[src/rtl/core/lasp_pkg.sv]
// Package for the ASCII scan telegram parser: framing characters, default
// register values, result and error codes, parse phases and small decoders.
// Depends on nothing; used by lidar_ascii_scan_telegram_parser.
package lasp_pkg;

  localparam logic [7:0] STX_CHAR = 8'h02;
  localparam logic [7:0] ETX_CHAR = 8'h03;

  localparam int unsigned VALUE_BITS_DEFAULT = 32;

  localparam logic [15:0] MAX_FRAME_LENGTH_RESET   = 16'd10000;
  localparam logic [3:0]  COUNT_TOKEN_OFFSET_RESET = 4'd5;

  // Configuration register indexes
  localparam logic [1:0] REG_MAX_FRAME_LENGTH   = 2'd0;
  localparam logic [1:0] REG_COUNT_TOKEN_OFFSET = 2'd1;

  localparam logic KIND_READING = 1'b0;
  localparam logic KIND_ERROR   = 1'b1;

  localparam logic [1:0] ERR_NONE      = 2'd0;
  localparam logic [1:0] ERR_NO_MARKER = 2'd1;
  localparam logic [1:0] ERR_SHORT     = 2'd2;
  localparam logic [1:0] ERR_TOO_LONG  = 2'd3;

  localparam logic [2:0] MARKER_LEN    = 3'd5;
  localparam logic [3:0] TOKEN_SAT     = 4'hF;
  localparam logic [15:0] COUNT_SAT    = 16'hFFFF;

  typedef enum logic [3:0] {
    PH_SEARCH = 4'b0001,
    PH_AWAIT  = 4'b0010,
    PH_READ   = 4'b0100,
    PH_DONE   = 4'b1000
  } phase_t;

  typedef struct packed {
    logic        kind;
    logic [31:0] distance;
    logic [15:0] index;
    logic        last;
    logic [1:0]  err;
  } result_t;

  function automatic logic [7:0] marker_char(input logic [2:0] pos);
    logic [7:0] c;
    case (pos)
      3'd0:    c = 8'h44; // D
      3'd1:    c = 8'h49; // I
      3'd2:    c = 8'h53; // S
      3'd3:    c = 8'h54; // T
      3'd4:    c = 8'h31; // 1
      default: c = 8'h00;
    endcase
    return c;
  endfunction

  function automatic logic is_space(input logic [7:0] b);
    return (b == 8'h20) || (b >= 8'h09 && b <= 8'h0D);
  endfunction

  function automatic logic [3:0] hex_digit(input logic [7:0] b);
    logic [3:0] d;
    d = 4'd0;
    if (b >= 8'h30 && b <= 8'h39) begin
      d = 4'(b - 8'h30);
    end else if (b >= 8'h41 && b <= 8'h46) begin
      d = 4'(b - 8'h37);
    end else if (b >= 8'h61 && b <= 8'h66) begin
      d = 4'(b - 8'h57);
    end
    return d;
  endfunction

endpackage

[src/rtl/core/lidar_ascii_scan_telegram_parser.sv]
// Streaming parser for ASCII scan telegrams: one byte in, at most one reading
// or frame error out. Depends on lasp_pkg.
// The result of a byte is registered in the output register, or in the skid
// register if that is full and stalled. Throughput: one byte per cycle unless
// in_stall, which rises only when output and skid register both hold items.
// Reset (rst, synchronous): waiting for STX, registers at their defaults.
module lidar_ascii_scan_telegram_parser #(
  parameter int unsigned VALUE_BITS = lasp_pkg::VALUE_BITS_DEFAULT
) (
  input  logic        clk,
  input  logic        rst,
  input  logic        in_valid,
  output logic        in_stall,
  input  logic [7:0]  rx_byte,
  output logic        out_valid,
  input  logic        out_stall,
  output logic        result_kind,
  output logic [31:0] distance,
  output logic [15:0] reading_index,
  output logic        last_reading,
  output logic [1:0]  error_code,
  input  logic        cfg_valid,
  output logic        cfg_ready,
  input  logic [1:0]  cfg_index,
  input  logic [15:0] cfg_data
);
  import lasp_pkg::*;

  // Configuration
  logic [15:0] max_frame_length;
  logic [3:0]  count_token_offset;

  // Parse state
  logic                  in_frame, in_frame_next;
  logic [15:0]           frame_length, frame_length_next;
  logic [VALUE_BITS-1:0] token_value, token_value_next;
  logic                  token_active, token_active_next;
  logic [2:0]            match_progress, match_progress_next;
  logic                  match_failed, match_failed_next;
  phase_t                parse_phase, parse_phase_next;
  logic [3:0]            tokens_after_marker, tokens_after_marker_next;
  logic [15:0]           readings_left, readings_left_next;
  logic [15:0]           next_index, next_index_next;

  // Token close results
  phase_t      ct_phase;
  logic [3:0]  ct_tam;
  logic [15:0] ct_left;
  logic [15:0] ct_index;
  logic        ct_emit;
  result_t     ct_res;
  logic [63:0] tok_wide;
  logic [15:0] count_sat;
  logic [3:0]  tam_inc;

  // Token extension
  logic [VALUE_BITS-1:0] tok_base;
  logic [2:0]            mp_base;
  logic                  mf_base;

  result_t res;
  logic    res_valid;
  logic    accept;

  result_t out_item, skid_item;
  logic    skid_valid;
  logic    take;

  assign cfg_ready = 1'b1;
  assign in_stall  = skid_valid;
  assign accept    = in_valid && !skid_valid;
  assign take      = out_valid && !out_stall;

  always_ff @(posedge clk) begin
    if (rst) begin
      max_frame_length   <= MAX_FRAME_LENGTH_RESET;
      count_token_offset <= COUNT_TOKEN_OFFSET_RESET;
    end else if (cfg_valid && cfg_ready) begin
      case (cfg_index)
        REG_MAX_FRAME_LENGTH:   max_frame_length <= cfg_data;
        REG_COUNT_TOKEN_OFFSET: count_token_offset <= cfg_data[3:0];
        default: ;
      endcase
    end
  end

  // Completion of the open token, taken from the current state
  always_comb begin
    tok_wide  = 64'(token_value);
    count_sat = (|tok_wide[63:16]) ? COUNT_SAT : tok_wide[15:0];
    tam_inc   = (tokens_after_marker != TOKEN_SAT) ? tokens_after_marker + 4'd1
                                                   : tokens_after_marker;
    ct_phase = parse_phase;
    ct_tam   = tokens_after_marker;
    ct_left  = readings_left;
    ct_index = next_index;
    ct_emit  = 1'b0;
    ct_res   = '0;
    if (token_active) begin
      case (parse_phase)
        PH_SEARCH: begin
          if (!match_failed && match_progress == MARKER_LEN) begin
            ct_phase = PH_AWAIT;
            ct_tam   = 4'd0;
          end
        end
        PH_AWAIT: begin
          ct_tam = tam_inc;
          if (tam_inc == count_token_offset) begin
            ct_left  = count_sat;
            ct_index = 16'd0;
            ct_phase = (count_sat != 16'd0) ? PH_READ : PH_DONE;
          end
        end
        PH_READ: begin
          ct_emit         = 1'b1;
          ct_res.kind     = KIND_READING;
          ct_res.distance = tok_wide[31:0];
          ct_res.index    = next_index;
          ct_res.last     = (readings_left == 16'd1);
          ct_res.err      = ERR_NONE;
          ct_left         = readings_left - 16'd1;
          ct_index        = next_index + 16'd1;
          if (readings_left == 16'd1) begin
            ct_phase = PH_DONE;
          end
        end
        default: ;
      endcase
    end
  end

  always_comb begin
    in_frame_next            = in_frame;
    frame_length_next        = frame_length;
    token_value_next         = token_value;
    token_active_next        = token_active;
    match_progress_next      = match_progress;
    match_failed_next        = match_failed;
    parse_phase_next         = parse_phase;
    tokens_after_marker_next = tokens_after_marker;
    readings_left_next       = readings_left;
    next_index_next          = next_index;
    res_valid                = 1'b0;
    res                      = '0;

    tok_base = token_active ? token_value : '0;
    mp_base  = token_active ? match_progress : 3'd0;
    mf_base  = token_active ? match_failed : 1'b0;

    if (!in_frame) begin
      if (rx_byte == STX_CHAR) begin
        in_frame_next            = 1'b1;
        frame_length_next        = 16'd0;
        token_value_next         = '0;
        token_active_next        = 1'b0;
        match_progress_next      = 3'd0;
        match_failed_next        = 1'b0;
        parse_phase_next         = PH_SEARCH;
        tokens_after_marker_next = 4'd0;
        readings_left_next       = 16'd0;
        next_index_next          = 16'd0;
      end
    end else if (rx_byte == ETX_CHAR) begin
      // Close any open token, then judge the frame
      in_frame_next            = 1'b0;
      token_active_next        = 1'b0;
      parse_phase_next         = ct_phase;
      tokens_after_marker_next = ct_tam;
      readings_left_next       = ct_left;
      next_index_next          = ct_index;
      if (ct_phase == PH_DONE) begin
        res_valid = ct_emit;
        res       = ct_res;
      end else begin
        res_valid = 1'b1;
        res.kind  = KIND_ERROR;
        res.err   = (ct_phase == PH_SEARCH) ? ERR_NO_MARKER : ERR_SHORT;
      end
    end else if (frame_length >= max_frame_length) begin
      in_frame_next = 1'b0;
      res_valid     = 1'b1;
      res.kind      = KIND_ERROR;
      res.err       = ERR_TOO_LONG;
    end else begin
      frame_length_next = frame_length + 16'd1;
      if (is_space(rx_byte)) begin
        token_active_next        = 1'b0;
        parse_phase_next         = ct_phase;
        tokens_after_marker_next = ct_tam;
        readings_left_next       = ct_left;
        next_index_next          = ct_index;
        res_valid                = ct_emit;
        res                      = ct_res;
      end else begin
        token_active_next   = 1'b1;
        token_value_next    = {tok_base[VALUE_BITS-5:0], hex_digit(rx_byte)};
        match_progress_next = mp_base;
        match_failed_next   = mf_base;
        if (!mf_base) begin
          if (mp_base < MARKER_LEN && rx_byte == marker_char(mp_base)) begin
            match_progress_next = mp_base + 3'd1;
          end else begin
            match_failed_next = 1'b1;
          end
        end
      end
    end
  end

  always_ff @(posedge clk) begin
    if (rst) begin
      in_frame            <= 1'b0;
      frame_length        <= 16'd0;
      token_value         <= '0;
      token_active        <= 1'b0;
      match_progress      <= 3'd0;
      match_failed        <= 1'b0;
      parse_phase         <= PH_SEARCH;
      tokens_after_marker <= 4'd0;
      readings_left       <= 16'd0;
      next_index          <= 16'd0;
    end else if (accept) begin
      in_frame            <= in_frame_next;
      frame_length        <= frame_length_next;
      token_value         <= token_value_next;
      token_active        <= token_active_next;
      match_progress      <= match_progress_next;
      match_failed        <= match_failed_next;
      parse_phase         <= parse_phase_next;
      tokens_after_marker <= tokens_after_marker_next;
      readings_left       <= readings_left_next;
      next_index          <= next_index_next;
    end
  end

  // Output register with a skid stage behind it
  always_ff @(posedge clk) begin
    if (rst) begin
      out_valid  <= 1'b0;
      skid_valid <= 1'b0;
    end else if (skid_valid) begin
      if (take) begin
        out_valid  <= 1'b1;
        skid_valid <= 1'b0;
      end
    end else if (take || !out_valid) begin
      out_valid <= accept && res_valid;
    end else if (accept && res_valid) begin
      skid_valid <= 1'b1;
    end
  end

  always_ff @(posedge clk) begin
    if (skid_valid) begin
      if (take) begin
        out_item <= skid_item;
      end
    end else if (take || !out_valid) begin
      out_item <= res;
    end else if (accept && res_valid) begin
      skid_item <= res;
    end
  end

  assign result_kind   = out_item.kind;
  assign distance      = out_item.distance;
  assign reading_index = out_item.index;
  assign last_reading  = out_item.last;
  assign error_code    = out_item.err;

endmodule

[config.mk]
export PLATFORM = sky130hd
export DESIGN_NAME = lidar_ascii_scan_telegram_parser
export DESIGN_NICKNAME = d
export VERILOG_FILES = /design/src/rtl/core/lasp_pkg.sv /design/src/rtl/core/lidar_ascii_scan_telegram_parser.sv
export SDC_FILE = /design/constraint.sdc
export NUM_CORES = 1
export LEC_CHECK = 0
export ABC_AREA = 1
export BUFFER_PORTS_ARGS = -buffer_cell sky130_fd_sc_hd__buf_2
export CAP_MARGIN = 20
export CORE_UTILIZATION = 40
export DETAILED_ROUTE_END_ITERATION = 10
export RECOVER_POWER = 25
export SLEW_MARGIN = 25
export SYNTH_ARGS = -nofsm -noshare
export SYNTH_HDL_FRONTEND = slang
export SYNTH_SLANG_ARGS = --single-unit
[constraint.sdc]
create_clock -name clk -period 9.1 [get_ports clk]
set_input_delay 0.91 -clock clk [delete_from_list [all_inputs] [get_ports clk]]
set_output_delay 0.91 -clock clk [all_outputs]
set_load 0.01 [all_outputs]
==> impl_metrics.sql <==
INSERT INTO impl_metrics (metric_group, metric, value, unit) VALUES
('cts', 'holdBufCountCts', '0', ''),
('timing', 'post-route-min-period', '5.118', 'ns'),
('final_layout', 'area_overhead_of_the_layout_relative_to_synthesis', '12.83', '%'),
('cts', 'cts_tree', 'yes', ''),
('timing', 'finalSetupViolations', '0', ''),
('timing', 'maxSlewHeadroom', '-120.7', '%'),
('timing', 'final_number_of_max_transition_violations', '164', ''),
('cts', 'ctsLongestPathBuffers', '3', ''),
('routing', 'detail_route.wirelength', '27150', 'µm'),
('yosys', 'synth_top_area_cell', 'edfxtp_1', ''),
('yosys', 'synth.yosys.warnings', '0', ''),
('worst_hold_path', 'whs_path_depth', '2', ''),
('critical_path', 'critical_path_s_largest_stage_delay', '1.78', 'ns'),
('yosys', 'synth_top_cell_area_share', '28.15', '%'),
('timing', 'layout_worst_path_cycle_share', '56.25', '%'),
('critical_path', 'critical_path.max_fanout', '78', ''),
('critical_path', 'timing.critical_path.from_type', 'register', ''),
('critical_path', 'required', '8.69', 'ns'),
('global_route', 'globalRouteTotalUtil', '19.28', '%'),
('yosys', 'synth_seq_cells', '220', ''),
('status', 'failed_checks', 'capacitance limit, slew limit', ''),
('global_route', 'first_global_vias', '8954', ''),
('cts', 'clock_sink_count', '220', ''),
('yosys', 'synth.net_count', '1440', ''),
('cts', 'gates_resized_cts_repair', '0', ''),
('final_layout', 'drive_above_1_share', '8.052', '%'),
('timing', 'final-hold-violation-count', '0', ''),
('yosys', 'post_synth_instance_area', '0.01109', 'mm²'),
('cts', 'clk_pin_slew_worst_paths', '0.06', 'ns'),
('placement', 'place_hpwl', '18390', 'µm'),
('final_layout', 'final.fill_count', '2710', ''),
('power', 'power_density', '167.6', 'mW/mm²'),
('cts', 'cts_buf_count', '25', ''),
('cts', 'cts_setup_buffers', '0', ''),
('critical_path', 'reg2reg_depth', '4', ''),
('floorplan', 'die_width', '168.5', 'µm'),
('placement', 'place.gp.congestion', '0.8295', ''),
('yosys', 'netlist_top_cells_area', 'edfxtp_1 (28%), dfxtp_1 (21%), nand2_1 (8.5%), inv_1 (6.0%), nor2_1 (5.4%)', ''),
('final_layout', 'final_nets', '1497', ''),
('floorplan', 'die_area', '0.02841', 'mm²'),
('routing', 'pre_repair_dr_iteration_count', '8', ''),
('floorplan', 'chipHeight', '168.5', 'µm'),
('flow_run', 'cap_violations', '3', ''),
('power', 'ir_drop', '0.1121', 'mV'),
('final_layout', 'layout.cell_area.non_filler', '0.01252', 'mm²'),
('global_route', 'wire_length_of_the_first_global_routing_pass', '44880', 'µm'),
('critical_path', 'worst_setup_path_startpoint', 'in_stall$_SDFF_PP0_', ''),
('floorplan', 'boundaryPins', '86', ''),
('yosys', 'post_synth_edffs', '104', ''),
('yosys', 'syn-instance-count', '1378', ''),
('worst_hold_path', 'hp-start', 'max_frame_length[5]$_SDFFE_PP0P_', ''),
('worst_hold_path', 'holdCritPathClass', 'register to register', ''),
('routing', 'vias', '9336', ''),
('yosys', 'yosys_most_used_dff', 'dfxtp_1', ''),
('yosys', 'yosysSeqAreaShare', '49.08', '%'),
('placement', 'buffer_ports.inserted', '84', ''),
('critical_path', 'critical-path-slowest-cell', 'clkinvlp_2', ''),
('cts', 'cts_root_buffer', 'clkbuf_16', ''),
('timing', 'rsz0062_at_grt', 'no', ''),
('yosys', 'syn_avg_cell_area', '8.051', 'µm²'),
('yosys', 'share_of_flip_flops_with_an_asynchronous_set_or_reset_after_synthesis', '0', '%'),
('critical_path', 'cp_data_arrival_time', '4.71', 'ns'),
('floorplan', 'floorplan.core_area', '0.02710', 'mm²'),
('global_route', 'grt_antenna_before_repair', '0', ''),
('cts', 'clk_latency', '0.52', 'ns'),
('routing', 'remaining_drc_errors', '0', ''),
('timing', 'final.setup_skew', '0.01676', 'ns'),
('yosys', 'post_synth_num_cell_types', '50', ''),
('timing', 'timing.fmax', '195.4', 'MHz'),
('worst_hold_path', 'worstHoldEndpoint', 'max_frame_length[5]$_SDFFE_PP0P_', ''),
('status', 'result_of_the_run', 'complete, but fails checks', '');
==> power breakdown <==
group,total [W],switching (W),internal [W]
registers,0.00103,0.00000218,0.00103
clock network,0.00100,0.000395,0.000607
logic,0.0000617,0.0000416,0.0000200
total,0.00210,0.000439,0.00166
==> per-stage QoR <==
step	cells	power, W	setup WS, ns	util [%]	hold slack, ns
floorplan	1378	0.001097	4.560	-	0.4353
global placement	1780	0.001116	5.446	43.48	0.4541
detailed placement	1780	0.001117	5.366	43.48	0.4555
CTS	1825	0.002115	5.378	46.46	0.4659
global route	1825	0.002174	3.350	46.19	0.4880
finish	1825	0.002098	3.982	46.19	0.4619
==> per-layer routing <==
| metal | vias to the layer above | part of all wire [%] | global-route usage [%] |
|---|---|---|---|
| met3 | 45 | 5.8 | 3.203 |
| met2 | 228 | 45 | 31.81 |
| met1 | 4314 | 47 | 26.19 |
| li1 | 4749 | - | - |
| met4 | 0 | 2.2 | 5.099 |
| met5 | - | 0 | 0 |
==> cells by family after synthesis <==
family	count (synthesis)	share of synthesized area [%]
xor+xnor	16	1.263
simple gates	599	24.17
other cells	1	0.03380
buf+inv	252	8.898
fa+ha+maj	31	3.496
compound gates	259	13.06
flops	220	49.08
==> cell usage in the layout, fill, tap and decap left out, drive strengths merged, types with 2 or more instances in the layout <==
cell type and instances:
nand3 80, a31oi 4, edfxtp 104, o21ai 83, nand4 42, a21oi 103, o211ai 14, clkbuf 91
clkinv 7, a211oi 6, nor3 47, xor2 13, nor4b 2, inv 187, nand2 257, nor4 5
dfxtp 116, or2 2, nor2 163, ha 31, a22oi 3, bufinv 3, o22ai 33, o311ai 2
buf 38, xnor2 3, o221ai 3
==> sequential cells by signal (all words and copies together) (netlist names) <==
name and count:
match_failed 1, last_reading 1, distance 32, in_frame 1, max_frame_length 16, count_token_offset 4, tokens_after_marker 4, frame_length 16
next_index 16, token_active 1, readings_left 16, parse_phase 4, match_progress 3, skid_item 52, out_valid 1, token_value 32
in_stall 1, reading_index 16, result_kind 1, error_code 2
==> final cells by class <==
cell class              count  area, µm²  share of cell area (%)
flip-flops and latches    220       5445                   43.50
multi-input cells         906       4674                   37.34
inverters                 188      706.9                   5.647
clock buffers              35      683.2                   5.457
well taps                 372      465.4                   3.718
repair buffers             94      417.9                   3.338
clock inverters            10      125.1                  0.9995
==> worst max-delay path by stage <==
stage                                      end  cells past startpoint
floorplan               skid_item[0]$_DFFE_PP_                     10
global placement         distance[8]$_DFFE_PP_                      8
detailed placement      distance[24]$_DFFE_PP_                      8
CTS                     distance[24]$_DFFE_PP_                      8
global route            last_reading$_DFFE_PP_                      4
finish              reading_index[3]$_DFFE_PP_                      4
==> synthesized netlist by cell type, types with 2 or more instances <==
master,n
buf_2,6
nand4_1,41
o211ai_1,14
nand2_1,252
nand3_1,79
or2_2,2
inv_1,178
ha_1,31
nor2_2,2
inv_2,9
nor4_1,4
buf_1,2
nor3_2,18
o22ai_1,33
a31oi_1,4
nor2_1,160
a211oi_1,6
clkbuf_1,49
o221ai_1,3
a22oi_1,3
a21oi_1,103
dfxtp_1,116
nand2_2,4
nor4b_1,2
xor2_1,13
edfxtp_1,104
nor3_1,29
buf_6,2
o21ai_0,82
buf_4,5
xnor2_1,3
==> critical path, delay by kind of cell (launching register included) <==
kind	cells	cell delay [ns]
AOI/OAI and AO/OA	1	0.77
buffers and inverters	3	3.01
DFF	1	0.33
Power figures use the tool's default switching activity.
